**src/rtl/gmdfs_pkg.sv**
```systemverilog
package gmdfs_pkg;

   // Field widths of the configuration, item and result ports, and of a direction code
   localparam int CELL_W     = 3;
   localparam int CSR_ADDR_W = 3;
   localparam int CSR_DATA_W = 4;
   localparam int DIR_W      = 3;

   // Configuration register indexes
   typedef enum logic [CSR_ADDR_W-1:0] {
      CSR_GRID_SIDE = 3'd0,
      CSR_START_ROW = 3'd1,
      CSR_START_COL = 3'd2,
      CSR_GOAL_ROW  = 3'd3,
      CSR_GOAL_COL  = 3'd4
   } csr_index_type;

   // Item function codes
   localparam logic FUNC_WRITE = 1'b0;
   localparam logic FUNC_SOLVE = 1'b1;

   // Search directions in trial order; DIR_DONE means all four tried
   localparam logic [DIR_W-1:0] DIR_RIGHT = 3'd0;
   localparam logic [DIR_W-1:0] DIR_DOWN  = 3'd1;
   localparam logic [DIR_W-1:0] DIR_LEFT  = 3'd2;
   localparam logic [DIR_W-1:0] DIR_UP    = 3'd3;
   localparam logic [DIR_W-1:0] DIR_DONE  = 3'd4;

   // Cell memory word: wall flag and visited flag
   localparam int CELL_DATA_W = 2;
   localparam int WALL_BIT    = 1;
   localparam int VISIT_BIT   = 0;

endpackage

```
**src/rtl/grid_maze_dfs_path_finder.sv**
```systemverilog
// Cell write item: taken with no result.
// Solve item: a visited-flag sweep that keeps the walls, then a depth-first search that
// tries each direction of the top cell in turn and backs out of a cell with none left.
// Unstalled, the goal and top cells leave in consecutive cycles; each later cell waits
// on a stack read. One item at a time. Synchronous reset loads the register defaults and
// sweeps the cell memory to open, during which no item is taken.
module grid_maze_dfs_path_finder #(
   parameter int MAX_SIDE = 8
) (
   input  logic                              clock,
   input  logic                              reset,
   input  logic                              csr_we,
   input  logic [gmdfs_pkg::CSR_ADDR_W-1:0]  csr_addr,
   input  logic [gmdfs_pkg::CSR_DATA_W-1:0]  csr_wdata,
   input  logic                              req_valid,
   output logic                              req_stall,
   input  logic                              req_func,
   input  logic [gmdfs_pkg::CELL_W-1:0]      req_cell_row,
   input  logic [gmdfs_pkg::CELL_W-1:0]      req_cell_col,
   input  logic                              req_is_wall,
   output logic                              rsp_valid,
   input  logic                              rsp_stall,
   output logic [gmdfs_pkg::CELL_W-1:0]      rsp_path_row,
   output logic [gmdfs_pkg::CELL_W-1:0]      rsp_path_col,
   output logic                              rsp_found,
   output logic                              rsp_last
);
   import gmdfs_pkg::*;

   localparam int RB    = (MAX_SIDE > 1) ? $clog2(MAX_SIDE) : 1;
   localparam int AW    = 2 * RB;
   localparam int CELLS = 1 << AW;
   localparam int DW    = $clog2(CELLS + 1);
   localparam int SW    = 2 * RB + DIR_W;
   localparam int SIDE_W = CELL_W + 1;

   localparam logic [SIDE_W-1:0] MAX_SIDE_V = SIDE_W'(MAX_SIDE);
   localparam logic [DW-1:0]     CELLS_V    = DW'(CELLS);
   localparam logic [DW-1:0]     ONE_V      = DW'(1);

   typedef enum logic [3:0] {
      S_CLEAR,
      S_IDLE,
      S_START_RD,
      S_START_CHK,
      S_TRY,
      S_CHECK,
      S_POP,
      S_GOAL,
      S_TOP,
      S_ERD,
      S_EWAIT,
      S_NF
   } state_type;

   // Configuration registers
   logic [SIDE_W-1:0] grid_side_ff;
   logic [CELL_W-1:0] start_row_ff;
   logic [CELL_W-1:0] start_col_ff;
   logic [CELL_W-1:0] goal_row_ff;
   logic [CELL_W-1:0] goal_col_ff;

   // Search state
   state_type         state_ff;
   logic              keep_ff;
   logic [DW-1:0]     cnt_ff;
   logic [DW-1:0]     depth_ff;
   logic [CELL_W-1:0] top_row_ff;
   logic [CELL_W-1:0] top_col_ff;
   logic [DIR_W-1:0]  top_dir_ff;
   logic [CELL_W-1:0] nb_row_ff;
   logic [CELL_W-1:0] nb_col_ff;

   // Output register
   logic              rsp_valid_ff;
   logic [CELL_W-1:0] rsp_row_ff;
   logic [CELL_W-1:0] rsp_col_ff;
   logic              rsp_found_ff;
   logic              rsp_last_ff;

   // Memory ports
   logic                   cell_wr_en;
   logic [AW-1:0]          cell_wr_addr;
   logic [CELL_DATA_W-1:0] cell_wr_data;
   logic                   cell_rd_en;
   logic [AW-1:0]          cell_rd_addr;
   logic [CELL_DATA_W-1:0] cell_rd;
   logic                   stk_wr_en;
   logic [AW-1:0]          stk_wr_addr;
   logic [SW-1:0]          stk_wr_data;
   logic                   stk_rd_en;
   logic [AW-1:0]          stk_rd_addr;
   logic [SW-1:0]          stk_rd;

   // Derived values
   logic [SIDE_W-1:0] side;
   logic              start_ok;
   logic              start_is_goal;
   logic              in_range;
   logic [AW-1:0]     start_addr;
   logic [SIDE_W-1:0] row_ext;
   logic [SIDE_W-1:0] col_ext;
   logic [SIDE_W-1:0] nb_r;
   logic [SIDE_W-1:0] nb_c;
   logic              nb_ok;
   logic              nb_goal;
   logic              blocked;
   logic              out_free;
   logic [DW-1:0]     cnt_m1;
   logic [DW-1:0]     depth_m1;
   logic [DW-1:0]     depth_m2;

   // Clamp the side and check the start cell
   assign side          = (grid_side_ff > MAX_SIDE_V) ? MAX_SIDE_V : grid_side_ff;
   assign start_ok      = ({1'b0, start_row_ff} < side) && ({1'b0, start_col_ff} < side);
   assign start_is_goal = (start_row_ff == goal_row_ff) && (start_col_ff == goal_col_ff);
   assign in_range      = ({1'b0, req_cell_row} < MAX_SIDE_V) &&
                          ({1'b0, req_cell_col} < MAX_SIDE_V);
   assign start_addr    = {start_row_ff[RB-1:0], start_col_ff[RB-1:0]};
   assign blocked       = cell_rd[WALL_BIT] | cell_rd[VISIT_BIT];
   assign out_free      = !rsp_valid_ff || !rsp_stall;
   assign cnt_m1        = cnt_ff - ONE_V;
   assign depth_m1      = depth_ff - ONE_V;
   assign depth_m2      = depth_ff - DW'(2);

   // Step from the top cell in its current direction
   always_comb begin
      row_ext = {1'b0, top_row_ff};
      col_ext = {1'b0, top_col_ff};
      nb_r    = row_ext;
      nb_c    = col_ext;
      nb_ok   = 1'b0;
      case (top_dir_ff)
         DIR_RIGHT: begin
            nb_c  = col_ext + SIDE_W'(1);
            nb_ok = nb_c < side;
         end
         DIR_DOWN: begin
            nb_r  = row_ext + SIDE_W'(1);
            nb_ok = nb_r < side;
         end
         DIR_LEFT: begin
            nb_c  = col_ext - SIDE_W'(1);
            nb_ok = top_col_ff != '0;
         end
         DIR_UP: begin
            nb_r  = row_ext - SIDE_W'(1);
            nb_ok = top_row_ff != '0;
         end
         default: begin
            nb_ok = 1'b0;
         end
      endcase
      nb_goal = (nb_r[CELL_W-1:0] == goal_row_ff) && (nb_c[CELL_W-1:0] == goal_col_ff);
   end

   // Drive the memory ports from the state
   always_comb begin
      cell_wr_en   = 1'b0;
      cell_wr_addr = '0;
      cell_wr_data = '0;
      cell_rd_en   = 1'b0;
      cell_rd_addr = '0;
      stk_wr_en    = 1'b0;
      stk_wr_addr  = depth_m1[AW-1:0];
      stk_wr_data  = {top_row_ff[RB-1:0], top_col_ff[RB-1:0], top_dir_ff};
      stk_rd_en    = 1'b0;
      stk_rd_addr  = depth_m2[AW-1:0];
      case (state_ff)
         S_CLEAR: begin
            cell_rd_en   = cnt_ff < CELLS_V;
            cell_rd_addr = cnt_ff[AW-1:0];
            if (keep_ff) begin
               // Write back the wall flag one entry behind the read
               cell_wr_en   = cnt_ff != '0;
               cell_wr_addr = cnt_m1[AW-1:0];
               cell_wr_data = {cell_rd[WALL_BIT], 1'b0};
            end else begin
               cell_wr_en   = cnt_ff < CELLS_V;
               cell_wr_addr = cnt_ff[AW-1:0];
            end
         end
         S_IDLE: begin
            cell_wr_en   = req_valid && (req_func == FUNC_WRITE) && in_range;
            cell_wr_addr = {req_cell_row[RB-1:0], req_cell_col[RB-1:0]};
            cell_wr_data = {req_is_wall, 1'b0};
         end
         S_START_RD: begin
            cell_rd_en   = 1'b1;
            cell_rd_addr = start_addr;
         end
         S_START_CHK: begin
            cell_wr_en   = !cell_rd[WALL_BIT];
            cell_wr_addr = start_addr;
            cell_wr_data = {1'b0, 1'b1};
         end
         S_TRY: begin
            cell_rd_en   = (top_dir_ff != DIR_DONE) && nb_ok;
            cell_rd_addr = {nb_r[RB-1:0], nb_c[RB-1:0]};
            stk_rd_en    = (top_dir_ff == DIR_DONE) && (depth_ff != ONE_V);
         end
         S_CHECK: begin
            cell_wr_en   = !blocked;
            cell_wr_addr = {nb_row_ff[RB-1:0], nb_col_ff[RB-1:0]};
            cell_wr_data = {1'b0, 1'b1};
            stk_wr_en    = !blocked;
         end
         S_ERD: begin
            stk_rd_en   = 1'b1;
            stk_rd_addr = depth_m1[AW-1:0];
         end
         default: begin
            cell_wr_en = 1'b0;
         end
      endcase
   end

   // Wall and visited flags, one word per cell
   gmdfs_ram #(
      .WIDTH (CELL_DATA_W),
      .DEPTH (CELLS)
   ) u_cell_ram (
      .clock   (clock),
      .wr_en   (cell_wr_en),
      .wr_addr (cell_wr_addr),
      .wr_data (cell_wr_data),
      .rd_en   (cell_rd_en),
      .rd_addr (cell_rd_addr),
      .rd_data (cell_rd)
   );

   // Frames below the top frame: cell and next direction
   gmdfs_ram #(
      .WIDTH (SW),
      .DEPTH (CELLS)
   ) u_stack_ram (
      .clock   (clock),
      .wr_en   (stk_wr_en),
      .wr_addr (stk_wr_addr),
      .wr_data (stk_wr_data),
      .rd_en   (stk_rd_en),
      .rd_addr (stk_rd_addr),
      .rd_data (stk_rd)
   );

   // Configuration writes
   always_ff @(posedge clock) begin
      if (reset) begin
         grid_side_ff <= SIDE_W'(8);
         start_row_ff <= '0;
         start_col_ff <= '0;
         goal_row_ff  <= CELL_W'(7);
         goal_col_ff  <= CELL_W'(7);
      end else if (csr_we) begin
         case (csr_addr)
            CSR_GRID_SIDE: grid_side_ff <= csr_wdata;
            CSR_START_ROW: start_row_ff <= csr_wdata[CELL_W-1:0];
            CSR_START_COL: start_col_ff <= csr_wdata[CELL_W-1:0];
            CSR_GOAL_ROW:  goal_row_ff  <= csr_wdata[CELL_W-1:0];
            CSR_GOAL_COL:  goal_col_ff  <= csr_wdata[CELL_W-1:0];
            default: begin
               grid_side_ff <= grid_side_ff;
            end
         endcase
      end
   end

   // Search sequencer and output register
   always_ff @(posedge clock) begin
      if (reset) begin
         state_ff     <= S_CLEAR;
         keep_ff      <= 1'b0;
         cnt_ff       <= '0;
         depth_ff     <= '0;
         rsp_valid_ff <= 1'b0;
      end else begin
         // Drop the result once taken
         if (out_free) begin
            rsp_valid_ff <= 1'b0;
         end
         case (state_ff)
            S_CLEAR: begin
               cnt_ff <= cnt_ff + ONE_V;
               if (cnt_ff == CELLS_V) begin
                  cnt_ff   <= '0;
                  state_ff <= keep_ff ? S_START_RD : S_IDLE;
               end
            end
            S_IDLE: begin
               if (req_valid && (req_func == FUNC_SOLVE)) begin
                  depth_ff <= '0;
                  if (!start_ok) begin
                     state_ff <= S_NF;
                  end else if (start_is_goal) begin
                     state_ff <= S_GOAL;
                  end else begin
                     cnt_ff   <= '0;
                     keep_ff  <= 1'b1;
                     state_ff <= S_CLEAR;
                  end
               end
            end
            S_START_RD: begin
               state_ff <= S_START_CHK;
            end
            S_START_CHK: begin
               if (cell_rd[WALL_BIT]) begin
                  state_ff <= S_NF;
               end else begin
                  top_row_ff <= start_row_ff;
                  top_col_ff <= start_col_ff;
                  top_dir_ff <= DIR_RIGHT;
                  depth_ff   <= ONE_V;
                  state_ff   <= S_TRY;
               end
            end
            S_TRY: begin
               if (top_dir_ff == DIR_DONE) begin
                  // Back out of an exhausted frame
                  if (depth_ff == ONE_V) begin
                     depth_ff <= '0;
                     state_ff <= S_NF;
                  end else begin
                     state_ff <= S_POP;
                  end
               end else begin
                  top_dir_ff <= top_dir_ff + DIR_W'(1);
                  nb_row_ff  <= nb_r[CELL_W-1:0];
                  nb_col_ff  <= nb_c[CELL_W-1:0];
                  if (nb_ok) begin
                     state_ff <= nb_goal ? S_GOAL : S_CHECK;
                  end
               end
            end
            S_CHECK: begin
               // If the neighbour is open, push the top frame and enter the neighbour
               if (!blocked) begin
                  top_row_ff <= nb_row_ff;
                  top_col_ff <= nb_col_ff;
                  top_dir_ff <= DIR_RIGHT;
                  depth_ff   <= depth_ff + ONE_V;
               end
               state_ff <= S_TRY;
            end
            S_POP: begin
               top_row_ff <= CELL_W'(stk_rd[SW-1 -: RB]);
               top_col_ff <= CELL_W'(stk_rd[DIR_W+RB-1 -: RB]);
               top_dir_ff <= stk_rd[DIR_W-1:0];
               depth_ff   <= depth_m1;
               state_ff   <= S_TRY;
            end
            S_GOAL: begin
               if (out_free) begin
                  rsp_valid_ff <= 1'b1;
                  rsp_row_ff   <= goal_row_ff;
                  rsp_col_ff   <= goal_col_ff;
                  rsp_found_ff <= 1'b1;
                  rsp_last_ff  <= depth_ff == '0;
                  state_ff     <= (depth_ff == '0) ? S_IDLE : S_TOP;
               end
            end
            S_TOP: begin
               if (out_free) begin
                  rsp_valid_ff <= 1'b1;
                  rsp_row_ff   <= top_row_ff;
                  rsp_col_ff   <= top_col_ff;
                  rsp_found_ff <= 1'b1;
                  rsp_last_ff  <= depth_ff == ONE_V;
                  depth_ff     <= depth_m1;
                  state_ff     <= (depth_ff == ONE_V) ? S_IDLE : S_ERD;
               end
            end
            S_ERD: begin
               state_ff <= S_EWAIT;
            end
            S_EWAIT: begin
               if (out_free) begin
                  rsp_valid_ff <= 1'b1;
                  rsp_row_ff   <= CELL_W'(stk_rd[SW-1 -: RB]);
                  rsp_col_ff   <= CELL_W'(stk_rd[DIR_W+RB-1 -: RB]);
                  rsp_found_ff <= 1'b1;
                  rsp_last_ff  <= depth_ff == ONE_V;
                  depth_ff     <= depth_m1;
                  state_ff     <= (depth_ff == ONE_V) ? S_IDLE : S_ERD;
               end
            end
            S_NF: begin
               if (out_free) begin
                  rsp_valid_ff <= 1'b1;
                  rsp_row_ff   <= '0;
                  rsp_col_ff   <= '0;
                  rsp_found_ff <= 1'b0;
                  rsp_last_ff  <= 1'b1;
                  depth_ff     <= '0;
                  state_ff     <= S_IDLE;
               end
            end
            default: begin
               state_ff <= S_IDLE;
            end
         endcase
      end
   end

   assign req_stall    = state_ff != S_IDLE;
   assign rsp_valid    = rsp_valid_ff;
   assign rsp_path_row = rsp_row_ff;
   assign rsp_path_col = rsp_col_ff;
   assign rsp_found    = rsp_found_ff;
   assign rsp_last     = rsp_last_ff;

endmodule

```
**src/rtl/gmdfs_ram.sv**
```systemverilog
module gmdfs_ram #(
   parameter int WIDTH = 2,
   parameter int DEPTH = 64
) (
   input  logic                     clock,
   input  logic                     wr_en,
   input  logic [$clog2(DEPTH)-1:0] wr_addr,
   input  logic [WIDTH-1:0]         wr_data,
   input  logic                     rd_en,
   input  logic [$clog2(DEPTH)-1:0] rd_addr,
   output logic [WIDTH-1:0]         rd_data
);

   logic [WIDTH-1:0] mem [DEPTH];
   logic [WIDTH-1:0] rd_data_ff;

   // Write one entry, register the read data
   always_ff @(posedge clock) begin
      if (wr_en) begin
         mem[wr_addr] <= wr_data;
      end
      if (rd_en) begin
         rd_data_ff <= mem[rd_addr];
      end
   end

   assign rd_data = rd_data_ff;

endmodule

```
**config.mk**
```make
export PLATFORM = sky130hd
export DESIGN_NAME = grid_maze_dfs_path_finder
export DESIGN_NICKNAME = d
export VERILOG_FILES = /design/src/rtl/gmdfs_pkg.sv /design/src/rtl/grid_maze_dfs_path_finder.sv /design/src/rtl/gmdfs_ram.sv
export SDC_FILE = /design/constraint.sdc
export NUM_CORES = 1
export LEC_CHECK = 0
export BUFFER_PORTS_ARGS = -buffer_cell sky130_fd_sc_hd__clkbuf_2
export CAP_MARGIN = 15
export CORE_MARGIN = 4
export CORE_UTILIZATION = 40
export DETAILED_ROUTE_END_ITERATION = 10
export PLACE_DENSITY_LB_ADDON = 0.2
export SLEW_MARGIN = 20
export SYNTH_ARGS = -nofsm -noshare
export SYNTH_HDL_FRONTEND = slang
export SYNTH_HIERARCHICAL = 1
export SYNTH_SLANG_ARGS = --single-unit
```
**constraint.sdc**
```tcl
create_clock -name clock -period 4.15 [get_ports clock]
set_input_delay 0.83 -clock clock [delete_from_list [all_inputs] [get_ports clock]]
set_output_delay 0.83 -clock clock [all_outputs]
set_load 0.05 [all_outputs]
```
# Yosys cells after proc, flatten, opt, wreduce, memory -nomap -nowiden
# Memories as Yosys holds them, arrays and structs flattened. A register that Yosys moved wholly into a read port is not among the register bits.
# Cells that the tools add are included.
totals:
  ff_bits: 59
  mem_bits_rw: 704
  memories: 2
  romBits: 0
  latch_bits: 0
mem_list:
  columns: ["memory", "words", "width", "rd", "rd_ports_with_merged_regs", "wr", "line", "source"]
  rows:
  - ["u_stack_ram.mem", 64, 9, 1, 1, 1, "gmdfs_ram.sv:14", "logic [WIDTH-1:0] mem [DEPTH];"]
  - ["u_cell_ram.mem", 64, 2, 1, 1, 1, "gmdfs_ram.sv:14", null]
classes:
  n_div: 0
  magnitude_cmp: 6
  n_mux: 76
  n_eq_ne: 44
  shift: 0
  n_reduce_logical: 46
  n_bitwise: 5
  addsub: 10
  n_mul: 0
op_table:
  columns: ["operator", "count"]
  rows:
  - ["2-to-1 mux 7 bit", 11]
  - ["2-to-1 mux 4 bit", 13]
  - ["one-hot mux 7 bit (7 select lines)", 1]
  - ["2-to-1 mux 3 bit", 15]
  - ["one-hot mux 4 bit (10 select lines)", 1]
  - ["one-hot mux 3 bit (4 select lines)", 3]
  - ["inequality test 2 bit (second input constant)", 13]
  - ["one-hot mux 6 bit (4 select lines)", 1]
  - ["one-hot mux 3 bit (3 select lines)", 2]
  - ["one-hot mux 6 bit (3 select lines)", 1]
  - ["equality test 4 x 3 -> 1 bit (second input constant)", 4]
  - ["equality test 4 bit (second input constant)", 4]
  - ["AND reduction 4 bit", 4]
  - ["adder 7 x 1 -> 7 bit (second input constant)", 2]
  - ["one-hot mux 7 bit (2 select lines)", 1]
  - ["nonzero test 7 bit", 2]
  - ["2-to-1 mux 1 bit", 13]
  - ["equality test 3 x 2 -> 1 bit (second input constant)", 4]
  - ["equality test 3 bit", 4]
  - ["2-to-1 mux 6 bit", 2]
  - ["one-hot mux 3 bit (2 select lines)", 2]
  - ["AND reduction 6 bit", 2]
  - ["nonzero test 3 bit", 4]
  - ["AND reduction 2 bit", 5]
  - ["other kinds (41)", 73]

# Depth between registers and ports, before layout
depth:
  word_depth: 8
  mapped_depth: 16
  mapped_depth_nobuf: 13

# By module
# Netlist, hierarchy kept.
modules_own_cells:
  columns: ["mod", "cells_each", "n_inst", "area_each_um2", "seq_area_each_um2"]
  rows:
  - ["gmdfs_ram (u_stack_ram)", 1020, 1, 22684.3, 17566.8]
  - ["gmdfs_ram (u_cell_ram)", 315, 1, 5509.0, 3903.7]
  - ["grid_maze_dfs_path_finder", 560, 1, 4580.6, 1411.4]

# Worst setup path before layout
# Ideal clock, no wire load.
synth_path:
  path_type: "flip-flop to flip-flop"
  from: "register top_dir_ff[2]"
  to: "register u_cell_ram.rd_data_ff[1] (netlist: u_cell_ram/rd_data[1]) (read register of u_cell_ram.mem) (data pin)"
  path_stages_with_launch: 13
  arrival_time_ns: 3.766
  synth_period_minus_slack_ns: 4.036
  setup_ns: 0.270
  path_slack_ns: 0.114
  path_buffers: 3
  t_required_ns: 3.880
  cell_sequence: "edfxtp_1 > buf_2 > nor2_1 > mux2_2 > a211oi_1 > a21oi_1 > nor2_1 > buf_6 > buf_6 > mux4_2 > mux4_2 > a21oi_1 > o211ai_1"
synth_lines:
  columns: ["element", "line", "source"]
  rows:
  - ["start, declared", "grid_maze_dfs_path_finder.sv:70", "logic [DIR_W-1:0] top_dir_ff;"]
  - ["start signal, assigned", "grid_maze_dfs_path_finder.sv:327", "top_dir_ff <= top_dir_ff + DIR_W'(1);"]
  - ["start signal, assigned", "grid_maze_dfs_path_finder.sv:348", "top_dir_ff <= stk_rd[DIR_W-1:0];"]
  - ["equality test 3 x 2 -> 1 bit / logical NOT 3 bit (equally long branches)", "grid_maze_dfs_path_finder.sv:133", "case (top_dir_ff)"]
  - ["one-hot mux 3 bit (2 select lines) *", "grid_maze_dfs_path_finder.sv:133", null]
  - ["one-hot mux 6 bit (3 select lines) *", "grid_maze_dfs_path_finder.sv:169", "case (state_ff)"]
  - ["named net cell_rd_addr[0]", "grid_maze_dfs_path_finder.sv:86", "logic [AW-1:0] cell_rd_addr;"]
  - ["end, declared", "gmdfs_ram.sv:15", "logic [WIDTH-1:0] rd_data_ff;"]
# The timed path passes the listed nets; every way through them passes the cells marked *.
# A chain may end at the register's enable or synchronous reset.

# Final worst setup path
layout_path:
  from: "register top_dir_ff[0]"
  to: "register u_cell_ram.rd_data_ff[1] (netlist: u_cell_ram/rd_data[1]) (read register of u_cell_ram.mem) (data pin)"
# Same word-level chain as after synthesis.

==> key figures <==
Status
  • Status: finished clean

Global routing
  • Grt total ovfl: 0
  • Initial antenna violation count: 0
  • Total Routing Usage GR: 18.12%
  • Vias in the first global route: 18280
  • Largest net degree at the start of global routing: 67
  • First-pass GRT wire length: 118200 um

Layout
  • Antenna cells: 0
  • Final Instance Area: 37480 um2
  • Layout cells sized above 1: 22.25%
  • Non-Filler Instances: 3159
  • Most common cell after layout, fill and taps aside: edfxtp_1
  • Nets: 2083
  • Synthesis-to-finish area growth: 14.37%
  • Most frequent cells in the layout: edfxtp_1 (738), nor2_1 (199), mux4_2 (159), buf_4 (121), clkbuf_16 (83)
  • Final core utilization: 46.38%

Routing
  • Initial DRC count: 1444
  • Vias per cell: 5.633
  • Drt wl/cell: 24.67 um
  • Via count: 17800
  • Routed wire length: 77940 um
  • DR pass1 iterations: 5
  • Post-route ant nets: 0
  • DRC Markers: 0

Pwr
  • Leakage power: 12.16 nW
  • Tot Pwr: 22.04 mW
  • Peak VDD IR: 319.7 uV
  • Pwr per Cell Area: 588.0 nW/um2

CTS
  • Root buffer cell: clkbuf_16
  • CTS hold repair buffers: 0
  • Clock-pin slew on the worst setup and hold paths: 0.06 ns
  • Clock buffer depth: 3
  • CTS Sinks: 774
  • CTS Buf Count: 82
  • CTS tree: done
  • Worst-skew pair later-pin latency: 0.63 ns
  • Clock H-tree levels: 3
  • # Post-CTS Setup Buffers: 0
  • Post-CTS resize count: 0

Yosys
  • Avg Cell Area, Syn: 17.29 um2
  • Syn Inst Count: 1895
  • Warnings, synthesis: 6
  • Post-synth top flop: edfxtp_1
  • Synth Cell Area: 32770 um2
  • EDFF count, synth: 738
  • Register bit total from synthesis: 774
  • Yosys cell types: 70
  • Syn nets: 1945
  • Seq/Total Area, Yosys: 69.82%
  • Asr flop ratio synth: 0%

Critical path
  • Crit-path cells: inv_1, ha_1, o21bai_1, mux2_2, a211oi_1, a21oi_1, nor2_4, buf_12, mux4_1, mux4_2, a21oi_1, o211ai_1
  • Crit-path max FO: 32
  • Most frequent CP cell: a21oi_1
  • Crit path kind: reg2reg
  • Critical Path Max Stage Delay: 0.60 ns
  • Worst endpoint required time: 4.52 ns
  • CP arrival: 4.15 ns
  • Reg2reg start: top_dir_ff[0]
  • R2R setup slack: 0.37 ns
  • Cells on worst reg2reg path: 12
  • Critical Path Sink Type: flop
  • CP Launch Type: flop
  • Crit path max-delay cell type: mux4_1
  • Worst R2R End: u_cell_ram/rd_data[1]

STA
  • Final min period: 3.777 ns
  • Layout Skew: 0.02369 ns
  • Slew HR: 31.15%
  • RSZ-0062 raised after global routing: no
  • Setup_tns: 0 ns
  • Endpoints failing setup: 0
  • Pins over their slew limit: 0
  • Fin worst setup slack: 0.3729 ns
  • Fmax: 264.8 MHz
  • Worst-Margin Slew: 1.029 ns
  • Crit share post-route: 91.01%
  • Hold WS: 0.4252 ns
  • Final hold vios: 0

Placement
  • Placement Cell Area: 34810 um2
  • GP Congestion: 0.8528
  • # port buffers: 29
  • Pre-CTS setup slack: 0.3195 ns
  • Detailed placement HPWL: 50320 um
  • Post-Place Cells: 3009

Worst hold path
  • Worst Hold Launch: csr_wdata[3]
  • Worst Hold Class: in2reg
  • WHS Path Cells: 2
  • Worst hold endpoint: grid_side_ff[3]

Floorplan
  • Initial Utilization: 40.56%
  • Std cell rows: 104
  • Core Footprint: 80810 um2
  • Die H: 294.2 um
  • Die ar.: 86580 um2
  • I/O pin cnt: 30
  • Die W: 294.2 um

Job
  • Max-Cap Viols: 0
==> flip-flops by register name, indices dropped and copies added (netlist names), 4 cells and up, named ones only <==
register,cells
depth_ff,7
u_stack_ram/mem,576
state_ff,4
cnt_ff,7
u_stack_ram/rd_data,9
grid_side_ff,4
u_cell_ram/mem,128
==> routing by layer <==
| metal | vias to the layer above | wire length, um | GRT usage, % |
|---|---|---|---|
| met2 | 445 | 38290 | 30.17 |
| met3 | 131 | 3295 | 2.558 |
| met1 | 9330 | 34240 | 25.02 |
| met5 | - | 0 | 0 |
| li1 | 7889 | - | - |
| met4 | 0 | 2115 | 5.428 |
==> logic make-up after synthesis <==
kind of cell | Yosys count | synth area share (%)
buffers and inverters | 137 | 2.161
AND/OR/NAND/NOR | 453 | 6.536
XOR/XNOR | 28 | 0.7482
multiplexers | 241 | 14.69
adder cells (fa/ha/maj) | 30 | 1.145
AO/OA/AOI/OAI | 232 | 4.898
flip-flops | 774 | 69.82
==> power by group <==
group	leakage [nW]	switching, mW	internal, mW
logic	3.90	3.38	2.11
registers	6.97	0.145	9.18
clock network	1.29	3.06	4.16
==> cell type report <==
type / instances / area [um2]
Clock buffer: 97 / 2140
Clock inverter: 53 / 533.0
Fill cell: 6858 / 43330
Inverter: 32 / 120.1
Multi-Input combinational cell: 984 / 9248
Sequential cell: 774 / 22880
Tap cell: 1060 / 1326
Timing Repair Buffer: 159 / 1234
==> worst max-delay path, delay by kind of cell, from the launching register on <==
family	cells	cell delay, ns
compound gates	5	0.72
simple gates	1	0.13
mux	3	1.41
fa+ha+maj	1	0.34
buf+inv	2	0.38
flops	1	0.51
==> synthesized netlist by cell type (all sizes together), types with 3 or more instances <==
cell	number	area share (%)
and2	6	0.11
a41oi	3	0.080
a22o	7	0.19
a221o	3	0.092
xor2	16	0.43
nand3b	10	0.23
dfxtp	36	2.2
xnor2	12	0.32
or4	3	0.069
mux2	6	0.21
buf	43	1.1
a211oi	18	0.41
a211o	9	0.24
or2	7	0.13
nor4b	5	0.13
nand3	31	0.47
nor2b	30	0.57
nand4	8	0.15
and3	7	0.13
o221ai	8	0.21
nand2	81	0.93
a21oi	47	0.72
edfxtp	738	68
a311oi	6	0.16
nor3b	8	0.18
nor4bb	3	0.092
or3	7	0.13
nand2b	21	0.40
a22oi	31	0.71
mux2i	51	1.6
inv	32	0.37
o22ai	17	0.32
o211ai	9	0.21
nor3	18	0.31
a2111oi	9	0.30
mux4	184	13
o21ai	38	0.58
o31ai	3	0.069
nor2	201	2.3
o21bai	6	0.14
ha	30	1.1
clkbuf	62	0.74
==> how the worst max path moves through the flow <==
stage | from | end | slack [ns] | cells after the start
4_1_cts | top_dir_ff[0] | u_cell_ram/rd_data[0] | 0.33 | 13
5_1_grt | top_dir_ff[0] | u_cell_ram/rd_data[0] | 0.08 | 14
3_3_place_gp | top_dir_ff[0] | u_cell_ram/rd_data[0] | 0.39 | 13
2_1_floorplan | top_dir_ff[2] | u_cell_ram/rd_data[1] | 0.11 | 12
3_5_place_dp | top_dir_ff[0] | u_cell_ram/rd_data[0] | 0.32 | 13
6_report | top_dir_ff[0] | u_cell_ram/rd_data[1] | 0.37 | 12
Note: power is estimated with default switching activity, not from simulation.
